[src/esl_pkg.sv]
// ----------------------------------------------------------------------------
// esl_pkg
// Shared types, codes and small lookup functions of the event stream lexer.
// ----------------------------------------------------------------------------
package esl_pkg;

    localparam int ByteW  = 8;
    localparam int RetryW = 64;

    localparam logic [ByteW-1:0] ChLf    = 8'h0A;
    localparam logic [ByteW-1:0] ChCr    = 8'h0D;
    localparam logic [ByteW-1:0] ChColon = 8'h3A;
    localparam logic [ByteW-1:0] ChSpace = 8'h20;
    localparam logic [ByteW-1:0] ChZero  = 8'h30;
    localparam logic [ByteW-1:0] ChNine  = 8'h39;
    localparam logic [ByteW-1:0] ChNul   = 8'h00;

    // Token codes on the result channel
    typedef enum logic [3:0] {
        KIND_DATA_BYTE  = 4'd0,
        KIND_DATA_SEP   = 4'd1,
        KIND_TYPE_CLEAR = 4'd2,
        KIND_TYPE_BYTE  = 4'd3,
        KIND_ID_BYTE    = 4'd4,
        KIND_ID_COMMIT  = 4'd5,
        KIND_ID_DISCARD = 4'd6,
        KIND_RETRY      = 4'd7,
        KIND_DISPATCH   = 4'd8,
        KIND_EMPTY_DISP = 4'd9
    } t_kind;

    // Position within the current line
    typedef enum logic [2:0] {
        PH_START   = 3'd0,
        PH_NAME    = 3'd1,
        PH_COMMENT = 3'd2,
        PH_VSTART  = 3'd3,
        PH_VALUE   = 3'd4,
        PH_IGNORE  = 3'd5
    } t_phase;

    // Field selected by the line's name; FLD_NONE when nothing matches
    typedef enum logic [2:0] {
        FLD_DATA  = 3'd0,
        FLD_EVENT = 3'd1,
        FLD_ID    = 3'd2,
        FLD_RETRY = 3'd3,
        FLD_NONE  = 3'd4
    } t_field;

    typedef struct packed {
        logic               valid;
        t_kind              kind;
        logic [ByteW-1:0]   data;
        logic [RetryW-1:0]  ms;
    } t_token;

    // Byte-order mark bytes in order
    function automatic logic [ByteW-1:0] mark_byte(input logic [1:0] pos);
        logic [ByteW-1:0] v;
        unique case (pos)
            2'd0:    v = 8'hEF;
            2'd1:    v = 8'hBB;
            default: v = 8'hBF;
        endcase
        return v;
    endfunction

    // Character of a field name at a position; zero past its end
    function automatic logic [ByteW-1:0] name_char(input logic [1:0] fld,
                                                  input logic [2:0] idx);
        logic [ByteW-1:0] v;
        v = 8'h00;
        unique case (fld)
            2'd0: begin
                unique case (idx)
                    3'd0: v = 8'h64; 3'd1: v = 8'h61; 3'd2: v = 8'h74; 3'd3: v = 8'h61;
                    default: v = 8'h00;
                endcase
            end
            2'd1: begin
                unique case (idx)
                    3'd0: v = 8'h65; 3'd1: v = 8'h76; 3'd2: v = 8'h65; 3'd3: v = 8'h6E;
                    3'd4: v = 8'h74;
                    default: v = 8'h00;
                endcase
            end
            2'd2: begin
                unique case (idx)
                    3'd0: v = 8'h69; 3'd1: v = 8'h64;
                    default: v = 8'h00;
                endcase
            end
            default: begin
                unique case (idx)
                    3'd0: v = 8'h72; 3'd1: v = 8'h65; 3'd2: v = 8'h74; 3'd3: v = 8'h72;
                    3'd4: v = 8'h79;
                    default: v = 8'h00;
                endcase
            end
        endcase
        return v;
    endfunction

    function automatic logic [2:0] name_size(input logic [1:0] fld);
        logic [2:0] v;
        unique case (fld)
            2'd0:    v = 3'd4;
            2'd1:    v = 3'd5;
            2'd2:    v = 3'd2;
            default: v = 3'd5;
        endcase
        return v;
    endfunction

    // Drop candidates that the next name byte does not continue
    function automatic logic [3:0] name_step(input logic [3:0]       hits,
                                             input logic [2:0]       len,
                                             input logic [ByteW-1:0] b);
        logic [3:0] v;
        v = hits;
        for (int i = 0; i < 4; i++) begin
            if (len >= name_size(2'(i)) || name_char(2'(i), len) != b) begin
                v[i] = 1'b0;
            end
        end
        return v;
    endfunction

    // First candidate still alive whose length equals the name length
    function automatic t_field matched_field(input logic [3:0] hits,
                                             input logic [2:0] len);
        t_field v;
        v = FLD_NONE;
        for (int i = 3; i >= 0; i--) begin
            if (hits[i] && len == name_size(2'(i))) begin
                v = t_field'(3'(i));
            end
        end
        return v;
    endfunction

endpackage

[src/event_stream_lexer.sv]
// ----------------------------------------------------------------------------
// event_stream_lexer
// Byte-serial server-sent-events lexer emitting at most one token per byte.
// Path: an accepted byte is held in the input register, then its token is loaded into the result register.
// Throughput: one byte per cycle; the per-byte update is a single pass.
// Stall: the input stalls only while a token is held and the consumer waits.
// Reset: synchronous, active low; clears lexer state and the valid flags of both registers.
// ----------------------------------------------------------------------------
module event_stream_lexer (
    input  logic                        i_clk,
    input  logic                        i_rst_n,
    input  logic                        i_valid,
    output logic                        o_ready,
    input  logic [esl_pkg::ByteW-1:0]   i_in_byte,
    output logic                        o_valid,
    input  logic                        i_ready,
    output logic [3:0]                  o_kind,
    output logic [esl_pkg::ByteW-1:0]   o_out_byte,
    output logic [esl_pkg::RetryW-1:0]  o_retry_ms
);
    import esl_pkg::*;

    logic             r_in_valid;
    logic [ByteW-1:0] r_in_byte;
    t_token           token;
    logic             can_take;
    logic             step;

    // Process the held byte when its token, if any, has room
    assign step    = r_in_valid && (!token.valid || can_take);
    assign o_ready = !r_in_valid || step;

    // Input register
    always_ff @(posedge i_clk) begin
        if (!i_rst_n) begin
            r_in_valid <= 1'b0;
        end else if (o_ready) begin
            r_in_valid <= i_valid;
        end
    end

    always_ff @(posedge i_clk) begin
        if (o_ready && i_valid) begin
            r_in_byte <= i_in_byte;
        end
    end

    esl_core u_core (
        .i_clk   (i_clk),
        .i_rst_n (i_rst_n),
        .i_step  (step),
        .i_byte  (r_in_byte),
        .o_token (token)
    );

    esl_out_reg u_out (
        .i_clk      (i_clk),
        .i_rst_n    (i_rst_n),
        .i_load     (step && token.valid),
        .i_token    (token),
        .o_can_take (can_take),
        .o_valid    (o_valid),
        .i_ready    (i_ready),
        .o_kind     (o_kind),
        .o_out_byte (o_out_byte),
        .o_retry_ms (o_retry_ms)
    );

endmodule

[src/esl_core.sv]
// ----------------------------------------------------------------------------
// esl_core
// Lexer state and the single-pass per-byte update: mark strip, line ends,
// name match, value handling and token selection.
// ----------------------------------------------------------------------------
module esl_core (
    input  logic                       i_clk,
    input  logic                       i_rst_n,
    input  logic                       i_step,
    input  logic [esl_pkg::ByteW-1:0]  i_byte,
    output esl_pkg::t_token            o_token
);
    import esl_pkg::*;

    logic [1:0]        r_mark_pos,   n_mark_pos;
    logic              r_mark_done,  n_mark_done;
    logic              r_drop_lf,    n_drop_lf;
    t_phase            r_phase,      n_phase;
    logic [3:0]        r_hits,       n_hits;
    logic [2:0]        r_name_len,   n_name_len;
    logic [1:0]        r_field_sel,  n_field_sel;
    logic              r_have_data,  n_have_data;
    logic              r_id_nul,     n_id_nul;
    logic [RetryW-1:0] r_retry_acc,  n_retry_acc;
    logic              r_retry_good, n_retry_good;

    logic              consumed;
    t_phase            phase_eff;
    t_field            fld_end;
    t_field            fld_open;
    logic              is_digit;
    logic [RetryW+3:0] retry_sum;

    // Retry accumulate: acc * 10 + digit as shift-add, carry out means overflow
    always_comb begin
        is_digit  = (i_byte >= ChZero) && (i_byte <= ChNine);
        retry_sum = {1'b0, r_retry_acc, 3'b000} + {3'b000, r_retry_acc, 1'b0}
                  + {{RetryW{1'b0}}, i_byte[3:0] - ChZero[3:0]};
        fld_end   = matched_field(r_hits, r_name_len);
        fld_open  = fld_end;
    end

    // Next state and token for the byte in the input register
    always_comb begin
        n_mark_pos   = r_mark_pos;
        n_mark_done  = r_mark_done;
        n_drop_lf    = r_drop_lf;
        n_phase      = r_phase;
        n_hits       = r_hits;
        n_name_len   = r_name_len;
        n_field_sel  = r_field_sel;
        n_have_data  = r_have_data;
        n_id_nul     = r_id_nul;
        n_retry_acc  = r_retry_acc;
        n_retry_good = r_retry_good;
        o_token      = '{valid: 1'b0, kind: KIND_DATA_BYTE, data: '0, ms: '0};
        consumed     = 1'b0;
        phase_eff    = r_phase;

        // Strip a leading byte-order mark; a broken one spoils the first line
        if (!r_mark_done) begin
            if (r_mark_pos != 2'd3 && i_byte == mark_byte(r_mark_pos)) begin
                consumed = 1'b1;
                if (r_mark_pos == 2'd2) begin
                    n_mark_done = 1'b1;
                    n_mark_pos  = 2'd0;
                end else begin
                    n_mark_pos = r_mark_pos + 2'd1;
                end
            end else begin
                n_mark_done = 1'b1;
                n_mark_pos  = 2'd0;
                if (r_mark_pos != 2'd0) begin
                    phase_eff = PH_IGNORE;
                    n_phase   = PH_IGNORE;
                end
            end
        end

        // Swallow the LF of a CRLF pair
        if (!consumed && r_drop_lf) begin
            n_drop_lf = 1'b0;
            if (i_byte == ChLf) begin
                consumed = 1'b1;
            end
        end

        if (!consumed) begin
            if (i_byte == ChLf || i_byte == ChCr) begin
                // Line end: close whatever the line held
                if (i_byte == ChCr) begin
                    n_drop_lf = 1'b1;
                end
                n_phase = PH_START;
                priority case (phase_eff)
                    PH_START: begin
                        o_token.valid = 1'b1;
                        if (r_have_data) begin
                            n_have_data  = 1'b0;
                            o_token.kind = KIND_DISPATCH;
                        end else begin
                            o_token.kind = KIND_EMPTY_DISP;
                        end
                    end
                    PH_NAME: begin
                        priority case (fld_end)
                            FLD_DATA: begin
                                n_have_data   = 1'b1;
                                o_token.valid = r_have_data;
                                o_token.kind  = KIND_DATA_SEP;
                            end
                            FLD_EVENT: begin
                                o_token.valid = 1'b1;
                                o_token.kind  = KIND_TYPE_CLEAR;
                            end
                            FLD_ID: begin
                                o_token.valid = 1'b1;
                                o_token.kind  = KIND_ID_COMMIT;
                            end
                            default: ;
                        endcase
                    end
                    PH_VSTART, PH_VALUE: begin
                        if (r_field_sel == FLD_ID[1:0]) begin
                            o_token.valid = 1'b1;
                            o_token.kind  = r_id_nul ? KIND_ID_DISCARD : KIND_ID_COMMIT;
                        end else if (r_field_sel == FLD_RETRY[1:0] && r_retry_good) begin
                            o_token.valid = 1'b1;
                            o_token.kind  = KIND_RETRY;
                            o_token.ms    = r_retry_acc;
                        end
                    end
                    default: ;
                endcase
            end else begin
                priority case (phase_eff)
                    PH_START: begin
                        if (i_byte == ChColon) begin
                            n_phase = PH_COMMENT;
                        end else begin
                            n_phase    = PH_NAME;
                            n_hits     = name_step(4'hF, 3'd0, i_byte);
                            n_name_len = 3'd1;
                        end
                    end
                    PH_NAME: begin
                        if (i_byte == ChColon) begin
                            // Open the value of the matched field
                            if (fld_open == FLD_NONE) begin
                                n_phase = PH_IGNORE;
                            end else begin
                                n_field_sel = fld_open[1:0];
                                n_phase     = PH_VSTART;
                                priority case (fld_open)
                                    FLD_DATA: begin
                                        n_have_data   = 1'b1;
                                        o_token.valid = r_have_data;
                                        o_token.kind  = KIND_DATA_SEP;
                                    end
                                    FLD_EVENT: begin
                                        o_token.valid = 1'b1;
                                        o_token.kind  = KIND_TYPE_CLEAR;
                                    end
                                    FLD_ID: begin
                                        n_id_nul = 1'b0;
                                    end
                                    default: begin
                                        n_retry_acc  = '0;
                                        n_retry_good = 1'b0;
                                    end
                                endcase
                            end
                        end else begin
                            n_hits = name_step(r_hits, r_name_len, i_byte);
                            if (r_name_len != 3'd7) begin
                                n_name_len = r_name_len + 3'd1;
                            end
                        end
                    end
                    PH_VSTART, PH_VALUE: begin
                        n_phase = PH_VALUE;
                        // Skip one space right after the colon
                        if (!(phase_eff == PH_VSTART && i_byte == ChSpace)) begin
                            unique case (r_field_sel)
                                2'd0: begin
                                    o_token.valid = 1'b1;
                                    o_token.kind  = KIND_DATA_BYTE;
                                    o_token.data  = i_byte;
                                end
                                2'd1: begin
                                    o_token.valid = 1'b1;
                                    o_token.kind  = KIND_TYPE_BYTE;
                                    o_token.data  = i_byte;
                                end
                                2'd2: begin
                                    if (i_byte == ChNul) begin
                                        n_id_nul = 1'b1;
                                    end
                                    o_token.valid = 1'b1;
                                    o_token.kind  = KIND_ID_BYTE;
                                    o_token.data  = i_byte;
                                end
                                default: begin
                                    if (is_digit && retry_sum[RetryW+3:RetryW] == 4'd0) begin
                                        n_retry_acc  = retry_sum[RetryW-1:0];
                                        n_retry_good = 1'b1;
                                    end else begin
                                        n_phase = PH_IGNORE;
                                    end
                                end
                            endcase
                        end
                    end
                    default: ;
                endcase
            end
        end
    end

    // Advance state when the byte leaves the input register
    always_ff @(posedge i_clk) begin
        if (!i_rst_n) begin
            r_mark_pos   <= 2'd0;
            r_mark_done  <= 1'b0;
            r_drop_lf    <= 1'b0;
            r_phase      <= PH_START;
            r_hits       <= 4'hF;
            r_name_len   <= 3'd0;
            r_field_sel  <= 2'd0;
            r_have_data  <= 1'b0;
            r_id_nul     <= 1'b0;
            r_retry_acc  <= '0;
            r_retry_good <= 1'b0;
        end else if (i_step) begin
            r_mark_pos   <= n_mark_pos;
            r_mark_done  <= n_mark_done;
            r_drop_lf    <= n_drop_lf;
            r_phase      <= n_phase;
            r_hits       <= n_hits;
            r_name_len   <= n_name_len;
            r_field_sel  <= n_field_sel;
            r_have_data  <= n_have_data;
            r_id_nul     <= n_id_nul;
            r_retry_acc  <= n_retry_acc;
            r_retry_good <= n_retry_good;
        end
    end

endmodule

[src/esl_out_reg.sv]
// ----------------------------------------------------------------------------
// esl_out_reg
// Result register: holds one token request until the consumer takes it.
// ----------------------------------------------------------------------------
module esl_out_reg (
    input  logic                        i_clk,
    input  logic                        i_rst_n,
    input  logic                        i_load,
    input  esl_pkg::t_token             i_token,
    output logic                        o_can_take,
    output logic                        o_valid,
    input  logic                        i_ready,
    output logic [3:0]                  o_kind,
    output logic [esl_pkg::ByteW-1:0]   o_out_byte,
    output logic [esl_pkg::RetryW-1:0]  o_retry_ms
);
    import esl_pkg::*;

    logic              r_valid;
    t_kind             r_kind;
    logic [ByteW-1:0]  r_byte;
    logic [RetryW-1:0] r_ms;

    // Free when empty or when the held request leaves this cycle
    assign o_can_take = !r_valid || i_ready;

    // Hold the request flag
    always_ff @(posedge i_clk) begin
        if (!i_rst_n) begin
            r_valid <= 1'b0;
        end else if (o_can_take) begin
            r_valid <= i_load;
        end
    end

    // Capture payload on load
    always_ff @(posedge i_clk) begin
        if (o_can_take && i_load) begin
            r_kind <= i_token.kind;
            r_byte <= i_token.data;
            r_ms   <= i_token.ms;
        end
    end

    assign o_valid    = r_valid;
    assign o_kind     = r_kind;
    assign o_out_byte = r_byte;
    assign o_retry_ms = r_ms;

endmodule

[config.mk]
export PLATFORM = sky130hd
export DESIGN_NAME = event_stream_lexer
export DESIGN_NICKNAME = d
export VERILOG_FILES = /design/src/esl_pkg.sv /design/src/event_stream_lexer.sv /design/src/esl_core.sv /design/src/esl_out_reg.sv
export SDC_FILE = /design/constraint.sdc
export NUM_CORES = 1
export LEC_CHECK = 0
export ABC_CLOCK_PERIOD_IN_PS = 13000
export BUFFER_PORTS_ARGS = -buffer_cell sky130_fd_sc_hd__clkbuf_2
export CAP_MARGIN = 20
export CORE_ASPECT_RATIO = 1.1
export CORE_MARGIN = 10
export CORE_UTILIZATION = 25
export CTS_CLUSTER_DIAMETER = 30
export DETAILED_ROUTE_END_ITERATION = 16
export PLACE_DENSITY_LB_ADDON = 0.05
export SETUP_SLACK_MARGIN = 0.05
export SLEW_MARGIN = 25
export SYNTH_ARGS = -nofsm -noshare
export SYNTH_HDL_FRONTEND = slang
export SYNTH_SLANG_ARGS = --single-unit
[constraint.sdc]
create_clock -name i_clk -period 13 [get_ports i_clk]
set_input_delay 1.95 -clock i_clk [delete_from_list [all_inputs] [get_ports i_clk]]
set_output_delay 1.95 -clock i_clk [all_outputs]
set_load 0.005 [all_outputs]
==> Implementation_results.wiki, run 1 <==
{| class="wikitable"
! Metric !! Value
|-
| Netlist Area Pre-Place || 12,000 sq um
|-
| Setup violation total in the final timing report || 0
|-
| Relative max-transition margin || 0.428
|-
| Total power density per cell area || around 83 nW/um^2
|-
| Combinational group share of total power || 0.034
|-
| Number of detailed-route iterations in the first pass || 5
|-
| Worst-case clock skew || around 0.017 ns
|-
| Cell Int Power || around 0.85 mW
|-
| Number of cells produced by synthesis || ~1,300
|-
| Register bit total from synthesis || ~170
|-
| Clock-pin slew reported for the worst setup and hold paths after clock tree synthesis || ~0.070 ns
|-
| RSZ-0062 raised after global routing || no
|-
| Number of port buffers || 89
|-
| Wirelength, routed || roughly 38,000 um
|-
| Standard cell with the maximum stage delay on the critical path || a41oi_4
|-
| Remaining global-route overflow || 0
|-
| Clock Sink Count || between 150 and 200
|-
| Overall track demand over capacity in global routing || 0.132
|-
| Final critical-path setup slack || about 7.5 ns
|-
| Number of slew-limit violations in the final report || 0
|-
| Full die area || 57,300 sq um
|-
| Yosys cell types || a little over 80
|-
| Source-to-sink clock delay at the later pin of the worst-skew pair || roughly 0.48 ns
|-
| Worst Tran Pin Value || 0.855 ns
|-
| Critical path cell sequence || inv_1 -> fa_1 -> fa_1 -> nor2b_1 -> o2111ai_1 -> a211oi_1 -> o21ai_0 -> a211oi_1 -> o22ai_1 -> xor2_1 -> o21a_1 -> a41oi_4 -> buf_4 -> a22o_1
|-
| Number of warnings issued by yosys || 0
|-
| Final period utilization || 0.425
|-
| Predominant post-synthesis flop cell || dfxtp_1
|-
| Setup WS pre-CTS || 7.42 ns
|-
| Largest net degree at the start of global routing || 55
|-
| Number of buffers inserted by post-CTS setup repair || 0
|-
| Die extent in y || around 250 um
|-
| Run status || complete, no violations
|-
| Nets in the synthesized netlist || approximately 1,500
|-
| Initial cell density of the core || 0.252
|-
| Sw power || approximately 0.28 mW
|-
| Die Span X || approximately 230 um
|-
| Post-detail-place hpwl || between 20,000 and 30,000 um
|-
| Flop pwr share || 0.503
|-
| Hold-fix buffers at CTS || 0
|-
| First-iteration detailed-routing DRC count || 510
|-
| Power share of the clock group || 0.463
|-
| Setup CP Type || reg2reg
|-
| Diode insertion count for antenna repair || 0
|-
| CTS max path bufs || 2
|-
| Weighted congestion reported at the end of routability-driven placement || 0.833
|-
| Max-cap violation count || 0
|-
| Final Hold Viols || 0
|-
| Switching Fraction || 0.249
|-
| Std-Cell Rows || 84
|-
| CTS tree || yes
|-
| Proportion of register bits with asynchronous set or reset after synthesis || 0
|-
| Drc violations || 0
|-
| Post-detailed-route via-to-cell ratio || between 5 and 6
|-
| DR WL/cell || around 19 um
|-
| Initial antenna violation count || 1
|-
| CP arrival || about 5.9 ns
|-
| Seq/Total Area, Yosys || 0.351
|-
| Number of H-tree levels || 4
|-
| Wire length of the first global-routing pass || slightly above 60,000 um
|-
| TNS Setup || 0 ns
|-
| Vias post-DR || around 10,000
|-
| Root buffer cell || clkbuf_16
|-
| Core Region || approximately 48,000 sq um
|-
| Number of routed nets with antenna violations || 0
|-
| Largest stage delay on the critical path || 0.67 ns
|-
| Fraction of layout instances using a drive strength above 1 || 0.112
|-
| Post-CTS resize count || 0
|-
| Required time of the critical path || around 13 ns
|-
| Post-layout nets || between 1,500 and 2,000
|-
| Static leakage || between 5 and 6 nW
|-
| Type of the tightest min-delay check || reg2reg
|-
| Number of buffers created by CTS || 17
|-
| Count of flip-flops with a built-in enable after synthesis || 84
|-
| Endpoint type of the worst setup path || register
|-
| Type of element launching the critical path || register
|-
| Final critical delay including setup and external delays || approximately 5.5 ns
|-
| Number of placed I/O pins || 90
|-
| Synth Area per Inst || approximately 9.1 sq um
|-
| Via count of the first global-routing pass || roughly 10,000
|-
| Syn-to-layout area delta || 13.3%
|-
| Fmax || 181 MHz
|-
| Family of cells with the greatest summed delay on the critical path || compound AO/OA/AOI/OAI gates
|-
| Worst ir drop on vdd || between 0.07 and 0.08 mV
|-
| Largest driver fanout on the critical path || 40
|-
| Number of buffers and inverters on the critical path || 2
|}
[Yosys cell counts (18+ instances only)]
cell	instances	area (sq um)
a21o_1	26	195
a21oi_1	91	455
a22o_1	59	517
a31oi_1	18	113
and2_1	74	463
clkbuf_1	62	233
dfxtp_1	85	1700
edfxtp_1	84	2520
ha_1	133	1660
inv_1	46	173
nand2_1	92	345
nand3_1	27	135
nand4_1	32	200
nor2_1	83	312
nor3_1	29	145
nor4_1	18	113
o21ai_0	70	350
xnor2_1	41	359
xor2_1	23	201
[worst paths after layout]
kind                                    startpoint                endpoint  cells after the start  slack (ns)
worst min-delay path            u_core.r_have_data      u_core.r_have_data                      2        0.49
worst max-delay path                  r_in_byte[3]  u_core.r_retry_acc[32]                     14        7.47
worst max register to register        r_in_byte[3]  u_core.r_retry_acc[32]                     14        7.47
worst min register to register  u_core.r_have_data      u_core.r_have_data                      2        0.49
[per-layer routing]
metal,part of all wire,GRT usage,vias up
li1,-,-,5017
met2,0.47,0.214,159
met5,0,0,-
met3,0.027,0.0222,31
met4,0.015,0.0407,0
met1,0.49,0.176,4882
[metrics by stage]
stage | hold WS [ns] | power (mW) | utilization | instance area (sq um) | instances
6_report | 0.486 | 1.13 | 0.286 | 13600 | 2016
5_1_grt | 0.527 | 1.18 | 0.286 | 13600 | 2016
4_1_cts | 0.487 | 1.16 | 0.286 | 13600 | 2016
3_5_place_dp | 0.468 | 0.620 | 0.273 | 13000 | 1984
3_3_place_gp | 0.469 | 0.621 | 0.273 | 13000 | 1983
2_1_floorplan | 0.434 | 0.607 | - | 12000 | 1316
[flip-flops by register name (all words and copies together), names as in the netlist]
register             count
u_core.r_name_len        3
u_out.o_out_byte         8
u_core.r_phase           3
u_core.r_field_sel       2
u_core.r_retry_acc      64
u_core.r_drop_lf         1
u_out.o_retry_ms        64
u_core.r_mark_done       1
u_core.r_mark_pos        2
u_core.r_retry_good      1
u_core.r_id_nul          1
u_core.r_hits            4
u_out.o_valid            1
r_in_valid               1
u_out.o_kind             4
u_core.r_have_data       1
r_in_byte                8
[worst min-delay path: cells and delay by family (launching register included)]
kind,cells,cell delay [ns]
buffers and inverters,1,0.06
AOI/OAI and AO/OA,1,0.05
DFF,1,0.32
[cell type report]
type	count	area (sq um)
inverters	47	176
multi-input cells	1025	7300
clock buffers	19	453
clock inverters	13	133
well taps	645	807
flip-flops and latches	169	4220
repair buffers	98	533
fillers	5197	34100
[power groups by stage]
stage,Sequential (mW),Combinational (mW),Clock (mW)
2_1_floorplan,0.573,0.0338,0
3_3_place_gp,0.582,0.0392,0
3_5_place_dp,0.582,0.0385,0
4_1_cts,0.569,0.0388,0.548
5_1_grt,0.571,0.0428,0.569
6_report,0.570,0.0383,0.525
[logic make-up (layout without fill, tap and decap cells)]
kind of cell | count (synthesis) | after routing | share of synthesized area
AND/OR/NAND/NOR | 432 | 432 | 0.190
AO/OA/AOI/OAI | 386 | 386 | 0.220
flip-flops | 169 | 169 | 0.351
adder cells (fa/ha/maj) | 135 | 135 | 0.142
buffers and inverters | 122 | 177 | 0.0428
XOR/XNOR | 64 | 64 | 0.0466
multiplexers | 8 | 8 | 0.00780
[cells in the final DEF, fill, tap and decap left out, types with 7 or more instances in the layout]
cell type,count
and3_1,12
or3_1,9
nor2b_1,8
o21ai_0,70
buf_4,8
nand3_1,27
dfxtp_1,85
a211oi_1,13
nand4_1,32
nor4_1,18
nor2_1,82
nor3_1,28
inv_1,46
xor2_1,23
a21boi_0,8
clkbuf_2,89
nand2_1,92
o31ai_1,7
xnor2_1,41
o21bai_1,7
o22ai_1,8
a21oi_1,91
clkbuf_16,17
ha_1,133
a22o_1,59
a21o_1,26
a31oi_1,18
and2_1,74
o211ai_1,12
nand2b_1,7
o21a_1,15
edfxtp_1,84
(Power assumes the default switching activity.)
==> inputs of run 2 (changes only) <==
ABC_CLOCK_PERIOD_IN_PS = 5700   (was 13000)
clock period = 5.7 ns   (was 13 ns; I/O delays follow)
==> Implementation_results.wiki, run 2 (synthesized netlist as in run 1, its figures left out) <==
{| class="wikitable"
! Metric !! Value
|-
| Run status || complete, no violations
|-
| Cells on worst reg2reg path || 16
|-
| Full die area || around 57,000 sq um
|-
| Final Hold Viols || 0
|-
| Core Region || roughly 48,000 sq um
|-
| Setup CP Type || reg2reg
|-
| Clock-pin slew reported for the worst setup and hold paths after clock tree synthesis || approximately 0.070 ns
|-
| Number of buffers created by CTS || 17
|-
| Die extent in y || 250 um
|-
| Max-cap violation count || 0
|-
| Highest-count cells in the layout ignoring fill and taps || ha_1, nand2_1, a21oi_1
|-
| Post-CTS resize count || 0
|-
| Final critical-path setup slack || between 0.9 and 1 ns
|-
| Remaining global-route overflow || 0
|-
| Clock Sink Count || ~170
|-
| Endpoint type of the worst setup path || register
|-
| Required time of the critical path || a little over 6 ns
|-
| Final cell count without fillers || approximately 2,000
|-
| Drc violations || 0
|-
| Fmax || 211 MHz
|-
| Wire length of the first global-routing pass || ~60,000 um
|-
| Initial cell density of the core || 0.252
|-
| Root buffer cell || clkbuf_16
|-
| Largest net degree at the start of global routing || 63
|-
| Type of element launching the critical path || register
|-
| Number of detailed-route iterations in the first pass || 5
|-
| Worst slack on hold paths || around 0.49 ns
|-
| Commonest non-fill, non-tap cell in the layout || ha_1
|-
| Number of routed nets with antenna violations || 0
|-
| Number of port buffers || 89
|-
| Reg-to-reg slack, setup || about 0.95 ns
|-
| Final period utilization || 0.833
|-
| Worst hold start || u_core.r_have_data
|-
| Number of placed I/O pins || 90
|-
| Number of buffers inserted by post-CTS setup repair || 0
|-
| Setup WS pre-CTS || just under 0.9 ns
|-
| CTS max path bufs || 2
|-
| Worst Hold End || u_core.r_have_data
|-
| Post-detailed-route via-to-cell ratio || 4.95
|-
| CP arrival || ~5.2 ns
|-
| Hold-fix buffers at CTS || 0
|-
| RSZ-0062 raised after global routing || no
|-
| Static leakage || between 5 and 6 nW
|-
| First-iteration detailed-routing DRC count || just over 600
|-
| Post-route cell area || approximately 14,000 sq um
|-
| Setup violation total in the final timing report || 0
|-
| Wirelength, routed || roughly 38,000 um
|-
| Worst ir drop on vdd || between 0.15 and 0.2 mV
|-
| Endpoint of the most critical register-to-register path || u_core.r_retry_acc[24]
|-
| Type of the tightest min-delay check || reg2reg
|-
| Post-layout utilization of the core || 0.287
|-
| Hold Path Depth || 2
|-
| Worst-case clock skew || ~0.018 ns
|-
| Overall track demand over capacity in global routing || 0.132
|-
| Post-layout nets || around 1,500
|-
| Source-to-sink clock delay at the later pin of the worst-skew pair || 0.47 ns
|-
| Worst Tran Pin Value || just under 0.7 ns
|-
| Number of H-tree levels || 4
|-
| Post-detail-place hpwl || slightly below 30,000 um
|-
| TNS Setup || 0 ns
|-
| Reg2reg start || r_in_byte[3]
|-
| Die Span X || roughly 230 um
|-
| Pwr Total || between 2 and 3 mW
|-
| Diode insertion count for antenna repair || 0
|-
| Relative max-transition margin || 0.524
|-
| DR WL/cell || around 19 um
|-
| CTS tree || yes
|-
| Placed Cells incl. Taps || around 2,000
|-
| Weighted congestion reported at the end of routability-driven placement || approximately 0.85
|-
| Fraction of layout instances using a drive strength above 1 || 0.117
|-
| Total power density per cell area || 190 nW/um^2
|-
| Final critical delay including setup and external delays || 4.75 ns
|-
| Number of slew-limit violations in the final report || 0
|-
| Vias post-DR || roughly 10,000
|-
| Area of placed instances || 13,100 sq um
|-
| Via count of the first global-routing pass || slightly above 10,000
|-
| Std-Cell Rows || 84
|-
| Largest driver fanout on the critical path || 38
|-
| Syn-to-layout area delta || 14.0%
|-
| Initial antenna violation count || 0
|}
run 2: cell count changes in the layout (fill, tap and decap cells not counted), sizes merged:
cell,delta
buf,+8
bufinv,+1
clkinvlp,+3
inv,-4
run 2: layout make-up:
cell class	count	area, sq um
inverter	47	176
sequential	169	4220
timing repair buffer	106	618
fill	5195	34000
tap	645	807
clock inverter	13	144
multi-input combinational	1025	7300
clock buffer	19	443
run 2: layer usage:
| metal | global-route usage | routed length [um] | up-vias |
|---|---|---|---|
| met5 | 0 | 0 | - |
| met4 | 0.0415 | 609 | 0 |
| met3 | 0.0200 | 853 | 28 |
| met2 | 0.213 | 17400 | 147 |
| met1 | 0.177 | 18700 | 4823 |
| li1 | - | - | 5025 |
run 2: where the power goes:
group          switching [mW]  leakage, nW  internal, mW
logic                  0.0672         3.96        0.0360
clock network           0.555        0.276         0.659
registers              0.0173         1.64          1.27
run 2: worst max-delay path by stage:
stage | cells past startpoint | endpoint | start
after global routing | 15 | u_core.r_retry_acc[44] | r_in_byte[3]
after floorplan | 8 | u_out.o_kind[0] | r_in_byte[1]
after CTS | 15 | u_core.r_retry_acc[25] | r_in_byte[3]
after global placement | 15 | u_core.r_retry_acc[23] | r_in_byte[3]
after detailed placement | 15 | u_core.r_retry_acc[61] | r_in_byte[3]
final | 16 | u_core.r_retry_acc[24] | r_in_byte[3]
run 2: worst max-delay path: stages (launching register included):
cell and delay, ns:
edfxtp_1 0.33, buf_4 0.19, inv_1 0.14, fa_1 0.62, inv_1 0.06, ha_1 0.30
a211oi_1 0.36, o211ai_1 0.21, nand4b_1 0.19, a31oi_1 0.18, o211ai_1 0.46, a21oi_1 0.18
nor3_1 0.28, o21ai_1 0.19, nor4_4 0.32, buf_4 0.43, a22o_1 0.20
